==> src/design/dzf_pkg.sv <==
// ============================================================================
// dzf_pkg
// Shared constants and helpers for the analog stick dead zone filter.
// ============================================================================
package dzf_pkg;

    localparam int AXIS_BITS_DEF     = 16;
    localparam int OUT_FRAC_BITS_DEF = 15;

    localparam int CFG_IDX_W  = 2;
    localparam int CFG_DATA_W = 16;
    localparam int OUT_W      = 16;

    // register indexes of the config port
    localparam logic [CFG_IDX_W-1:0] CFG_TRIG_DZ    = 2'd0;
    localparam logic [CFG_IDX_W-1:0] CFG_STICK_DZ   = 2'd1;
    localparam logic [CFG_IDX_W-1:0] CFG_FULL_SCALE = 2'd2;

    localparam logic [14:0] TRIG_DZ_RST    = 15'd300;
    localparam logic [15:0] STICK_DZ_RST   = 16'd8000;
    localparam logic [15:0] FULL_SCALE_RST = 16'd30000;

    function automatic int max_i(input int a, input int b);
        return (a > b) ? a : b;
    endfunction

    // apply sign to an already saturated magnitude, fit to the output field
    function automatic logic [OUT_W-1:0] sgn_fit(input logic [31:0] mag, input logic neg);
        logic [31:0] v;
        v = neg ? (32'd0 - mag) : mag;
        return v[OUT_W-1:0];
    endfunction

endpackage

==> src/design/dzf_div.sv <==
// ============================================================================
// dzf_div
// Pipelined restoring divider, quotient saturated to all ones of OW bits.
// ============================================================================
module dzf_div #(
    parameter int NW  = 39,
    parameter int DW  = 24,
    parameter int OW  = 15,
    parameter int SBW = 8
) (
    input  logic              i_clk,
    input  logic              i_rst_n,
    input  logic              i_vld,
    input  logic [NW-1:0]     i_num,
    input  logic [DW-1:0]     i_den,
    input  logic [SBW-1:0]    i_sb,
    output logic              o_vld,
    output logic [OW-1:0]     o_quo,
    output logic [SBW-1:0]    o_sb
);
    import dzf_pkg::*;

    localparam int QB = OW + 1;

    logic              r_vld [0:QB];
    logic [NW-1:0]     r_rem [0:QB-1];
    logic [DW-1:0]     r_den [0:QB-1];
    logic [QB-1:0]     r_quo [0:QB];
    logic              r_sat [0:QB];
    logic [SBW-1:0]    r_sb  [0:QB];

    always_ff @(posedge i_clk) begin
        if (!i_rst_n) begin
            r_vld[0] <= 1'b0;
        end else begin
            r_vld[0] <= i_vld;
        end
    end

    // quotient wider than QB bits saturates
    always_ff @(posedge i_clk) begin
        r_rem[0] <= i_num;
        r_den[0] <= i_den;
        r_quo[0] <= '0;
        r_sat[0] <= (i_num >> QB) >= NW'(i_den);
        r_sb[0]  <= i_sb;
    end

    for (genvar j = 1; j <= QB; j++) begin : g_step
        localparam int K = QB - j;
        logic [NW-1:0] w_den;
        logic          w_ge;

        assign w_den = NW'(r_den[j-1]);
        assign w_ge  = (r_rem[j-1] >> K) >= w_den;

        always_ff @(posedge i_clk) begin
            if (!i_rst_n) begin
                r_vld[j] <= 1'b0;
            end else begin
                r_vld[j] <= r_vld[j-1];
            end
        end

        always_ff @(posedge i_clk) begin
            r_quo[j] <= r_quo[j-1] | (w_ge ? (QB'(1) << K) : '0);
            r_sat[j] <= r_sat[j-1];
            r_sb[j]  <= r_sb[j-1];
        end

        if (j < QB) begin : g_rem
            always_ff @(posedge i_clk) begin
                r_rem[j] <= w_ge ? (r_rem[j-1] - (w_den << K)) : r_rem[j-1];
                r_den[j] <= r_den[j-1];
            end
        end
    end

    assign o_vld = r_vld[QB];
    assign o_quo = (r_sat[QB] || r_quo[QB][QB-1]) ? '1 : r_quo[QB][OW-1:0];
    assign o_sb  = r_sb[QB];

endmodule

==> config.mk <==
export PLATFORM = sky130hd
export DESIGN_NAME = dzf_div
export DESIGN_NICKNAME = d
export VERILOG_FILES = /design/src/design/dzf_pkg.sv /design/src/design/dzf_div.sv
export SDC_FILE = /design/constraint.sdc
export NUM_CORES = 2
export LEC_CHECK = 0
export ABC_AREA = 1
export BUFFER_PORTS_ARGS = -buffer_cell sky130_fd_sc_hd__buf_2
export CORE_MARGIN = 2
export CORE_UTILIZATION = 30
export CTS_BUF_LIST = sky130_fd_sc_hd__clkbuf_4 sky130_fd_sc_hd__clkbuf_8 sky130_fd_sc_hd__clkbuf_16
export DETAILED_ROUTE_END_ITERATION = 8
export PLACE_DENSITY_LB_ADDON = 0.08
export SETUP_SLACK_MARGIN = 0.3
export SYNTH_ARGS = -nofsm -noshare
export SYNTH_HDL_FRONTEND = slang
export SYNTH_SLANG_ARGS = --single-unit
==> constraint.sdc <==
create_clock -name i_clk -period 2.2 [get_ports i_clk]
set_clock_uncertainty 0.1 [all_clocks]
set_input_delay 0.33 -clock i_clk [delete_from_list [all_inputs] [get_ports i_clk]]
set_output_delay 0.33 -clock i_clk [all_outputs]
set_load 0.02 [all_outputs]
# == Word-level counts from Yosys, hierarchy flattened ==
# Memories as Yosys holds them, arrays and structs flattened.
# Index checks and enable logic that the tools add are counted.
# classes
order_cmp,17
n_mux,51
reduce_logical,1
add_sub_neg,15
bitwise_logic,33
# op_table
operator,n
39-bit two-way mux,15
16-bit OR,3
39-bit by 24-bit >= comparator with 1-bit output,1
39-bit by 25-bit subtractor with 39-bit output,1
39-bit by 26-bit subtractor with 39-bit output,1
39-bit by 27-bit subtractor with 39-bit output,1
39-bit by 28-bit subtractor with 39-bit output,1
39-bit by 29-bit subtractor with 39-bit output,1
39-bit by 30-bit subtractor with 39-bit output,1
39-bit by 31-bit subtractor with 39-bit output,1
39-bit by 32-bit subtractor with 39-bit output,1
39-bit by 33-bit subtractor with 39-bit output,1
39-bit by 34-bit subtractor with 39-bit output,1
39-bit by 35-bit subtractor with 39-bit output,1
39-bit by 36-bit subtractor with 39-bit output,1
39-bit by 37-bit subtractor with 39-bit output,1
39-bit by 38-bit subtractor with 39-bit output,1
39-bit subtractor,1
38-bit by 24-bit >= comparator with 1-bit output,1
37-bit by 24-bit >= comparator with 1-bit output,1
36-bit by 24-bit >= comparator with 1-bit output,1
35-bit by 24-bit >= comparator with 1-bit output,1
34-bit by 24-bit >= comparator with 1-bit output,1
33-bit by 24-bit >= comparator with 1-bit output,1
other kinds (41),77
# totals
n_memories,6
elab_cells,123
input_bits,74
out_inout_bits,24
ramBits,1450
ff_bits,0
# mem_list
memory,words,word_bits,rd,rd_clocked_by_memory_dff,write_ports,line,rtl
r_rem,16,39,16,0,16,dzf_div.sv:26,logic [NW-1:0] r_rem [0:QB-1];
r_den,16,24,16,0,16,dzf_div.sv:27,logic [DW-1:0] r_den [0:QB-1];
r_quo,17,16,17,0,17,dzf_div.sv:28,logic [QB-1:0] r_quo [0:QB];
r_sb,17,8,17,0,17,dzf_div.sv:30,logic [SBW-1:0] r_sb [0:QB];
r_sat,17,1,17,0,17,dzf_div.sv:29,logic r_sat [0:QB];
r_vld,17,1,17,0,17,dzf_div.sv:25,logic r_vld [0:QB];

# == Logic depth before layout (Yosys ltp) ==
# An unclocked memory read counts as a cell.
# logic_depth
word_depth,4
depth_mapped,16
mapped_depth_nobuf,16

# == Least setup slack after synthesis ==
# Ideal clock, no wire load.
# synth_path
path_kind,register -> register
from,memory r_rem[4][11] (netlist: r_rem[2][11])
to,memory r_rem[5][17] (netlist: r_rem[2][56])
t_required_ps,1988
n_path_buf,1
t_arrival_ps,1949
setup_time_ps,112
slack_ps,39
stages_incl_launch_ff,16
period_less_slack_ps,2161
path_cell_list,dfxtp_1 inv_1 ha_1 fa_1 nand3b_1 nand2_1 nand2_1 nand3_2 nand2_1 nand2_1 nand2_1 nand3_2 inv_2 buf_2 nand2_1 nand2_1
# synth_rtl
element,line
start: declaration,dzf_div.sv:26

==> results.toml <==
[global_routing]
grt_pass1_vias = 64100
grt_pass1_wl_um = 384000
grt_max_degree = 25
grt_overflow = 0
grtUsageTotal = 0.230
antenna_found_initial = 5

[cts]
cts_root_buffer = "clkbuf_16"
clk_pin_slew_ns = 0.06
cts.path.max_buffers = 3
cts_buffers = 155
clock_sinks = 1314
insertion_delay_ns = 0.84
htree_num_levels = 4
cts_tree = "built"

[detailed_routing]
drt-pass1-iter-count = 9
drtIter0Drc = 4019
drc = 0
wl_um = 258000
wl_per_cell_um = 18.0
antenna_left = 0
vias = 64700
viasPerCell = 4.52

[min_path]
hold_start = "i_num[28]"
hold-path-cell-count = 2
hold_end = "r_rem[0][28]"
hp-class = "in2reg"

[power_and_ir_drop]
leakagePower_nw = 51.1
ir_drop_mv = 0.963
powerDensity_nw_per_um2 = 1470

[placement]
gp_congestion = 0.945
dp_hpwl_um = 202000
dp_slack_ns = -0.449
port_buffers = 97
dpl_cell_area_um2 = 81000

[setup_path]
r2r_start = "r_den[8][5]"
end_kind = "flip-flop"
r2r_slack_ns = -0.15
worst-endpoint-required_ns = 2.80
reg2reg_depth = 13
critPathLaunchType = "flip-flop"
crit_fanout = 5
r2r-end = "r_rem[4][67]"
worstSetupPathType = "reg2reg"
worstPathArrival_ns = 2.95

[run]
max_cap_viol_count = 0

[synth]
synth_seq_cells = 1314
async_reset_ff_frac = 0
ys_seq_area_frac = 0.409
syn_area_per_cell_um2 = 7.14
synth-main-ff-cell = "dfxtp_1"
netlist.area_leader.share = 0.409
syn_area_um2 = 64300
yosysMostFrequentCell = "nand2_1"
yosys_warnings = 0
synth-edff-count = 0
yosys.area.top_type = "dfxtp_1"
syn_inst = 9009
synth_cell_types = 53
syn-num-nets = 9505
synth_area_leaders = "dfxtp_1 41%, nand2_1 17%, inv_1 9.0%"
synth_top_cells_by_count = "2,954 x nand2_1, 1,546 x inv_1, 1,314 x dfxtp_1, 611 x nor2_1, 439 x a21oi_1"

[timing]
finalWorstSetupSlack_ns = -0.154
fin_setup_tns_ns = -9.54
relSlewSlack = 0.636
finalMaxSlewViolations = 0
hold_violations = 0
finalSetupViolations = 190
fmax_ghz = 0.425
worst_pin_slew_ns = 0.541
rsz0062_at_grt = "true"
min_period_ns = 2.35
finalCritPeriodShare = 1.07

[run_status]
outcome = "complete, but fails checks"
violations = "setup timing"

[layout]
area_growth_syn_to_layout_pct = 60.9
stdcell_area_um2 = 103000
drive_above_1_share = 0.421
finalNetCount = 11900

[die]
die_w_um = 467
io_pins = 98
die_y_um = 467
start_util = 0.303
rows = 169
dieArea_um2 = 218000
core_area_um2 = 213000
[flip-flops by register name (all words and copies together) (netlist names)]
name   flops
r_rem    624
r_sb     136
r_sat     17
r_vld     17
r_quo    136
r_den    384
[final cells by class]
type	count	area, µm²
Clock inverter	83	1170
Sequential cell	1314	26900
Clock buffer	203	4390
Antenna cell	1	2.50
Multi-Input combinational cell	6041	41500
Timing Repair Buffer	2279	19800
Fill cell	21000	109000
Tap cell	2821	3530
Inverter	1566	6030
Timing Repair inverter	6	77.6
[layer usage]
layer,up-vias,global-route usage,part of all wire
met5,-,0,0
met1,30200,0.327,0.49
li1,32900,-,-
met2,1266,0.365,0.44
met4,0,0.0568,0.023
met3,276,0.0327,0.045
[power breakdown]
group	internal, mW	total, mW	switching (mW)
Clock	16.2	27.4	11.1
Sequential	30.0	36.4	6.35
Combinational	41.7	88.9	47.1
[cell usage in the layout (no fill, tap or decap), drive strengths merged, types with 8 or more instances in the layout]
cell type	count
a21oi	458
and2	19
and3	11
buf	2140
bufinv	16
clkbuf	214
clkinv	42
clkinvlp	14
dfxtp	1314
dlygate4sd3	127
fa	15
ha	407
inv	1583
nand2	2987
nand3	454
nand3b	58
nand4	206
nor2	641
nor3	115
nor4	13
o21ai	370
o21bai	22
or2	8
xnor2	106
xor2	122
[kinds of logic after synthesis]
group           after synthesis  synth area share
compound gates              875            0.0762
xor+xnor                    228            0.0311
fa+ha+maj                   422            0.0839
buf+inv                    1655             0.105
flops                      1314             0.409
simple gates               4515             0.295
[per-stage QoR]
step | hold WS (ns) | power (mW) | std cells | util
after floorplan | 0.210 | 69.8 | 9009 | -
after global placement | 0.210 | 104 | 13500 | 0.381
after detailed placement | 0.212 | 104 | 13500 | 0.381
after CTS | 0.000830 | 147 | 14200 | 0.464
after global routing | 0.0178 | 163 | 14300 | 0.487
final | 0.0618 | 153 | 14300 | 0.487
[critical path: stages, from the launching register on]
cell,delay [ns]
dfxtp_4,0.38
inv_1,0.08
ha_4,0.29
nand2_2,0.08
nor2_4,0.10
nand4_1,0.25
nor2_1,0.22
a21oi_2,0.09
nand3_4,0.16
clkinv_8,0.11
buf_12,0.14
buf_16,0.13
nand2_2,0.06
nand2_2,0.05
[repair_timing]
action | 4_1_cts | 5_1_grt
buffers inserted | 254 | 111
pin swaps | 504 | 285
endpoints found under the setup margin | 496 | 496
hold buffers | 127 | 0
gates resized for setup | 1941 | 1004
endpoints found under the hold margin | 89 | 0
cloned | 53 | 12
[worst max-delay path by stage]
stage	endpoint	from	cells after the start
3_5_place_dp	r_rem[4][75]	r_den[8][7]	11
3_3_place_gp	r_rem[4][75]	r_den[8][7]	11
6_report	r_rem[4][67]	r_den[8][5]	13
5_1_grt	r_rem[1][70]	r_rem[1][13]	15
4_1_cts	o_quo[4]	r_quo[0][271]	5
2_1_floorplan	r_rem[2][56]	r_rem[2][11]	15
(Power assumes the default switching activity.)
