## config.mk

```make
export PLATFORM = sky130hd
export DESIGN_NAME = dzf_sqrt
export DESIGN_NICKNAME = d
export VERILOG_FILES = /design/src/design/dzf_pkg.sv /design/src/design/dzf_sqrt.sv
export SDC_FILE = /design/constraint.sdc
export NUM_CORES = 2
export LEC_CHECK = 0
export BUFFER_PORTS_ARGS = -buffer_cell sky130_fd_sc_hd__buf_2
export CAP_MARGIN = 25
export CORE_UTILIZATION = 62
export DETAILED_ROUTE_END_ITERATION = 10
export HOLD_SLACK_MARGIN = 0.08
export PLACE_DENSITY = 0.85
export SKIP_CTS_REPAIR_TIMING = 1
export SLEW_MARGIN = 15
export SYNTH_ARGS = -nofsm -noshare
export SYNTH_HDL_FRONTEND = slang
export SYNTH_SLANG_ARGS = --single-unit
```

## constraint.sdc

```tcl
create_clock -name i_clk -period 3.55 [get_ports i_clk]
set_input_delay 0.71 -clock i_clk [delete_from_list [all_inputs] [get_ports i_clk]]
set_output_delay 0.71 -clock i_clk [all_outputs]
set_load 0.01 [all_outputs]
```

## src/design/dzf_pkg.sv

```systemverilog
// ============================================================================
// dzf_pkg
// Shared constants and helpers for the analog stick dead zone filter.
// ============================================================================
package dzf_pkg;

    localparam int AXIS_BITS_DEF     = 16;
    localparam int OUT_FRAC_BITS_DEF = 15;

    localparam int CFG_IDX_W  = 2;
    localparam int CFG_DATA_W = 16;
    localparam int OUT_W      = 16;

    // register indexes of the config port
    localparam logic [CFG_IDX_W-1:0] CFG_TRIG_DZ    = 2'd0;
    localparam logic [CFG_IDX_W-1:0] CFG_STICK_DZ   = 2'd1;
    localparam logic [CFG_IDX_W-1:0] CFG_FULL_SCALE = 2'd2;

    localparam logic [14:0] TRIG_DZ_RST    = 15'd300;
    localparam logic [15:0] STICK_DZ_RST   = 16'd8000;
    localparam logic [15:0] FULL_SCALE_RST = 16'd30000;

    function automatic int max_i(input int a, input int b);
        return (a > b) ? a : b;
    endfunction

    // apply sign to an already saturated magnitude, fit to the output field
    function automatic logic [OUT_W-1:0] sgn_fit(input logic [31:0] mag, input logic neg);
        logic [31:0] v;
        v = neg ? (32'd0 - mag) : mag;
        return v[OUT_W-1:0];
    endfunction

endpackage

```

## src/design/dzf_sqrt.sv

```systemverilog
// ============================================================================
// dzf_sqrt
// Pipelined integer square root, one result bit per stage.
// ============================================================================
module dzf_sqrt #(
    parameter int RW  = 48,
    parameter int SBW = 8
) (
    input  logic              i_clk,
    input  logic              i_rst_n,
    input  logic              i_vld,
    input  logic [RW-1:0]     i_rad,
    input  logic [SBW-1:0]    i_sb,
    output logic              o_vld,
    output logic [RW/2-1:0]   o_root,
    output logic [SBW-1:0]    o_sb
);
    import dzf_pkg::*;

    localparam int LW = RW / 2;

    logic              r_vld [0:LW];
    logic [RW-1:0]     r_n   [0:LW-1];
    logic [RW-1:0]     r_res [0:LW];
    logic [SBW-1:0]    r_sb  [0:LW];

    always_ff @(posedge i_clk) begin
        if (!i_rst_n) begin
            r_vld[0] <= 1'b0;
        end else begin
            r_vld[0] <= i_vld;
        end
    end

    always_ff @(posedge i_clk) begin
        r_n[0]   <= i_rad;
        r_res[0] <= '0;
        r_sb[0]  <= i_sb;
    end

    for (genvar j = 1; j <= LW; j++) begin : g_step
        localparam logic [RW:0] BIT = (RW+1)'(1) << (RW - 2*j);
        logic [RW:0] w_t;
        logic        w_ge;

        assign w_t  = {1'b0, r_res[j-1]} + BIT;
        assign w_ge = {1'b0, r_n[j-1]} >= w_t;

        always_ff @(posedge i_clk) begin
            if (!i_rst_n) begin
                r_vld[j] <= 1'b0;
            end else begin
                r_vld[j] <= r_vld[j-1];
            end
        end

        always_ff @(posedge i_clk) begin
            r_res[j] <= w_ge ? RW'(({1'b0, r_res[j-1]} >> 1) + BIT) : (r_res[j-1] >> 1);
            r_sb[j]  <= r_sb[j-1];
        end

        if (j < LW) begin : g_rem
            always_ff @(posedge i_clk) begin
                r_n[j] <= w_ge ? RW'({1'b0, r_n[j-1]} - w_t) : r_n[j-1];
            end
        end
    end

    assign o_vld  = r_vld[LW];
    assign o_root = r_res[LW][LW-1:0];
    assign o_sb   = r_sb[LW];

endmodule

```

Word level (Yosys, flattened, before mapping) --
Memory sizes are Yosys's and may differ from the RTL's. Cells that the tools add are included.
Operators by class: $add $sub $neg 71, multipliers 0, div/mod/pow operators 0, magnitude comparators 24, eq/ne operators 0, shifts and indexed selects 0, muxes and demuxes 74, bitwise gates (word level) 25, reductions and logical operators 0
Operators with widths (count):
- $mux W48 | 47
- $ge A48 B49 Y1 | 24
- $sub A48 B48 Y48 | 23
- $add A48 B1 Y49 const B | 1
- $add A48 B11 Y49 const B | 1
- $add A48 B13 Y49 const B | 1
- $add A48 B15 Y49 const B | 1
- $add A48 B17 Y49 const B | 1
- $add A48 B19 Y49 const B | 1
- $add A48 B21 Y49 const B | 1
- $add A48 B23 Y49 const B | 1
- $add A48 B25 Y49 const B | 1
- $add A48 B27 Y49 const B | 1
- $add A48 B29 Y49 const B | 1
- $add A48 B3 Y49 const B | 1
- $add A48 B31 Y49 const B | 1
- $add A48 B33 Y49 const B | 1
- $add A48 B35 Y49 const B | 1
- $add A48 B37 Y49 const B | 1
- $add A48 B39 Y49 const B | 1
- $add A48 B41 Y49 const B | 1
- $add A48 B43 Y49 const B | 1
- $add A48 B45 Y49 const B | 1
- $add A48 B47 Y49 const B | 1
- other kinds (29) | 79
Storage, ports and cells: register bits after elaboration 0, latch bits 0, RAM bits 2577, bits in read-only memories 0, input port bits 59, output and inout bits 33, logic and storage cells 198, memories 4
Memories:
- r_res | depth 25, width 48, rd ports 25, clocked after Yosys merged registers in 0, write ports 25, line dzf_sqrt.sv:24 | logic [RW-1:0] r_res [0:LW];
- r_n | depth 24, width 48, rd ports 24, clocked after Yosys merged registers in 0, write ports 24, line dzf_sqrt.sv:23 | logic [RW-1:0] r_n [0:LW-1];
- r_sb | depth 25, width 8, rd ports 25, clocked after Yosys merged registers in 0, write ports 25, line dzf_sqrt.sv:25 | logic [SBW-1:0] r_sb [0:LW];
- r_vld | depth 25, width 1, rd ports 25, clocked after Yosys merged registers in 0, write ports 25, line dzf_sqrt.sv:22 | logic r_vld [0:LW];

Longest topological paths before layout --
depth in word-level cells 3, gate-level depth with buffers 13, depth with buffers taken out 12

Least setup slack after synthesis --
OpenSTA, ideal clock, no wires.
path kind register to register, start mem r_res[22][4] (netlist: r_res[2][292]), end mem r_n[23][36] (netlist: r_n[5][180]), library setup time 0.118 ns, data arrival time 3.067 ns, data required time 3.432 ns, path slack 0.364 ns, stages on the path, launching flop included 12, path buffers 0, period minus slack after synthesis 3.186 ns, cells stage by stage dfxtp_1 > inv_1 > ha_1 > nor2b_1 > o21ai_1 > a21oi_1 > o31a_1 > a2111oi_0 > o41ai_1 > nor3_1 > nand4_1 > xnor2_1
RTL lines (line):
- start, declared | dzf_sqrt.sv:24
- end, declared | dzf_sqrt.sv:23

==> out/qor.txt <==
STATUS
----------------------------------------------------------------------------------------
Status                                                                      finished, final reports clean

DIE
----------------------------------------------------------------------------------------
Vert. Die Dim                                                                   308.9 µm
Boundary Pins                                                                         92
DIE WIDTH                                                                       308.9 µm
Initial Util                                                                      0.6258
Placement Rows                                                                       112
Die outline area                                                              95,430 µm²
CORE AREA                                                                     93,330 µm²

CLOCKING
----------------------------------------------------------------------------------------
Clock transition at the registers of the reported paths                          0.07 ns
Clock tree from TritonCTS                                                           done
Cts bufs inserted                                                                    155
Total clock sinks                                                                  1,677
Maximum number of buffers from clock root to sink                                      3
H-tree levels                                                                          4
Root buffer cell                                                            sky130_fd_sc_hd__clkbuf_16
Clock latency of the later-clocked register in the worst-skew pair               0.79 ns

SYNTHESIS
----------------------------------------------------------------------------------------
Fraction of the yosys area taken by sequential cells                              0.5748
Largest family of logic cells by synthesized area                           simple AND/OR/NAND/NOR gates
Share of the synthesized area in compound gates (AO/OA/AOI/OAI)                   0.1044
Warning count from the yosys run                                                       0
Synthesized-area fraction occupied by xor and xnor cells                         0.06973
Ranking of synthesized cells by area                                        sky130_fd_sc_hd__dfxtp_1 57%, sky130_fd_sc_hd__ha_1 6.9%, sky130_fd_sc_hd__xnor2_1 4.0%, sky130_fd_sc_hd__xor2_1 3.0%, sky130_fd_sc_hd__inv_1 2.6%
Mean area per synthesized cell                                                 10.48 µm²
Most used DFF post-synth                                                    sky130_fd_sc_hd__dfxtp_1
Simple-gate share of the synthesized area                                         0.1413
Share of cell area taken by muxes after synthesis                               0.008826
Synth async-reset ratio                                                                0
Number of nets in the synthesized netlist                                          5,953
Area share of fa/ha/maj cells after synthesis                                    0.06898
Area of the mapped netlist                                                    58,410 µm²
Share of the synthesized area in the top cell type                                0.5748
Number of enable-type register cells in the synthesized netlist                        0
Cell count after synthesis                                                         5,572
Total of flip-flops plus latches after synthesis                                   1,677
Library cell occupying the most area in the post-synthesis netlist          sky130_fd_sc_hd__dfxtp_1
Number of library cell types mapped by synthesis                                      84

WORST SETUP PATH
----------------------------------------------------------------------------------------
Worst setup path startpoint                                                 r_res[2][108]
Worst path required time                                                         4.22 ns
Crit Path Category                                                          flip-flop to flip-flop
Crit Path Max Fanout                                                                   4
Category of the worst setup path capture point                                 flip-flop
Critical path startpoint category                                              flip-flop
Reg-to-Reg Start                                                            r_res[2][108]
Worst EP arrival                                                                 4.14 ns

GLOBAL ROUTE
----------------------------------------------------------------------------------------
Maximum number of pins on one net before global-route repair                          45
Number of global-route vias before repair                                         41,920
Global-route usage over all layers                                                0.2878
Global-route wire length before repair                                          217.5 mm
Initial antenna violation count                                                        1
Residual overflow from global routing                                                  0

ROUTE
----------------------------------------------------------------------------------------
Drt initial violations                                                             3,356
Sum of routed wire length over all layers                                       147.2 mm
Post-detailed-route count of antenna-violating nets                                    0
Average wire length per cell after detail routing                               20.23 µm
Number of vias per cell after detailed routing                                     5.821
Count of unresolved DRC violations after routing                                       0
Via count                                                                         42,350
Pre-antenna DRT Iters                                                                  6

PLACED DESIGN
----------------------------------------------------------------------------------------
Worst setup timing slack at the placement stage                               0.04217 ns
Post-DP HPWL                                                                    95.22 mm
Port bufs                                                                             91
Placer's final routability congestion estimate                                    0.9129

TIMING
----------------------------------------------------------------------------------------
Hold violation count in the final report                                               0
Fin Clk Skew                                                                  0.04949 ns
Portion of the clock cycle consumed by the worst path in the final layout         0.9778
Final-layout worst hold slack                                                  0.1436 ns
Tightest Pin Transition                                                         1.010 ns
Final setup violation count                                                            0
Worst max-slew margin expressed relative to the limit                             0.3203
Post-layout worst setup margin                                                0.07871 ns
Highest clock rate                                                            0.2881 GHz
Pins Over Slew Limit                                                                   0
Setup repair after global routing missed its margin                                 true
Shortest clock period the worst path allows after layout                        3.471 ns

WORST HOLD PATH
----------------------------------------------------------------------------------------
Path category of the worst min-delay check                                  input port to flip-flop
Hold path startpoint                                                               i_vld

LAYOUT
----------------------------------------------------------------------------------------
Area used by multi-input combinational logic                                  23,090 µm²
Final-stage net count                                                              6,271
Area grow syn2layout                                                              14.40%
Sequential cell area                                                          33,570 µm²
# fillers                                                                          6,086
Share of layout cells above drive strength 1                                     0.08439
Commonest non-fill, non-tap cells in the layout                             1,677 x sky130_fd_sc_hd__dfxtp_1, 401 x sky130_fd_sc_hd__inv_1, 346 x sky130_fd_sc_hd__nor2_1
Commonest non-fill, non-tap cell in the layout                              sky130_fd_sc_hd__dfxtp_1

POWER AND IR DROP
----------------------------------------------------------------------------------------
Leakage                                                                         30.46 nW
Highest ir drop seen on vdd                                                     767.8 µV
Power density over the cells                                                849.9 nW/µm²

FLOW RUN
----------------------------------------------------------------------------------------
Max-cap violations                                                                     0

-- per-stage QoR --
step | instances | setup TNS (ns) | area [µm²] | util | power (mW)
after floorplan | 5572 | 0 | 58410 | - | 35.35
after global placement | 6930 | -0.6581 | 60930 | 0.6529 | 38.86
after detailed placement | 6931 | 0 | 60940 | 0.6529 | 39.30
after CTS | 7218 | -0.07202 | 66190 | 0.7092 | 56.27
after global routing | 7274 | -0.1430 | 66810 | 0.7159 | 59.43
final | 7275 | 0 | 66820 | 0.7159 | 56.79
-- Yosys cell counts (all sizes together), types with 8 or more instances --
library cell and instances:
or4 41, nor4 177, a2111oi 9, nor3b 22
a21o 113, o21ai 267, nand2b 71, and2 47
nand4b 16, mux2 36, buf 8, o21a 63
ha 322, o211ai 16, nand3b 21, a211oi 29
a21oi 293, clkbuf 78, o2111ai 10, nor2b 40
a211o 12, or3 44, nor3 143, xor2 200
a21boi 20, mux2i 11, dfxtp 1677, xnor2 265
nor2 349, o31ai 27, nand4 84, nor4b 26
o21bai 27, inv 406, and3 14, and4 9
or2 24, nand3 105, a31oi 20, nand2 332
o31a 8
-- critical path, stage by stage (launching register included) --
cell	delay (ns)
sky130_fd_sc_hd__dfxtp_1	0.34
sky130_fd_sc_hd__inv_1	0.06
sky130_fd_sc_hd__ha_1	0.32
sky130_fd_sc_hd__or4b_1	0.48
sky130_fd_sc_hd__or4_4	0.57
sky130_fd_sc_hd__nor4_1	0.31
sky130_fd_sc_hd__or4_4	0.21
sky130_fd_sc_hd__nor3b_4	0.06
sky130_fd_sc_hd__a2111oi_2	0.33
sky130_fd_sc_hd__buf_4	0.19
sky130_fd_sc_hd__nand3b_1	0.17
sky130_fd_sc_hd__nor3_2	0.18
sky130_fd_sc_hd__xor2_1	0.15
-- worst paths after layout --
path / to / slack, ns / depth (start not counted)
worst min register to register: r_sb[0][21] / 0.32 / 0
worst min-delay path: r_vld[0][0] / 0.14 / 2
worst max register to register: r_n[4][190] / 0.08 / 12
worst max-delay path: r_n[4][190] / 0.08 / 12
-- sequential cells by signal, indices dropped and copies added, names as in the netlist --
name and cells:
r_n 1152, r_vld 25, r_res 300, r_sb 200
-- power breakdown --
part	switching [mW]	internal (mW)
Sequential	3.16	22.7
Clock	7.37	9.57
Combinational	7.82	6.14
Total	18.3	38.4
-- cell type report --
| type | instances | area share |
|---|---|---|
| diodes | 1 | 0.00003745 |
| flip-flops and latches | 1677 | 0.5025 |
| repair buffers | 247 | 0.02697 |
| inverters | 406 | 0.02281 |
| clock buffers | 230 | 0.06786 |
| well taps | 1254 | 0.02348 |
| multi-input cells | 3403 | 0.3456 |
| clock inverters | 57 | 0.01075 |
-- cell families after synthesis --
logic type                 after synthesis
DFF                                   1677
xor gates and xnor gates               465
adders and majority gates              322
muxes                                   47
buffers and inverters                  492
and+or+nand+nor                       1588
AOI/OAI and AO/OA                      981
-- per-layer routing --
layer,up-vias,track usage,part of all wire
li1,19940,-,-
met1,19900,0.3071,0.36
met3,594,0.05344,0.063
met5,-,0,0
met4,0,0.1788,0.069
met2,1917,0.5233,0.50
Power figures use the tool's default switching activity.
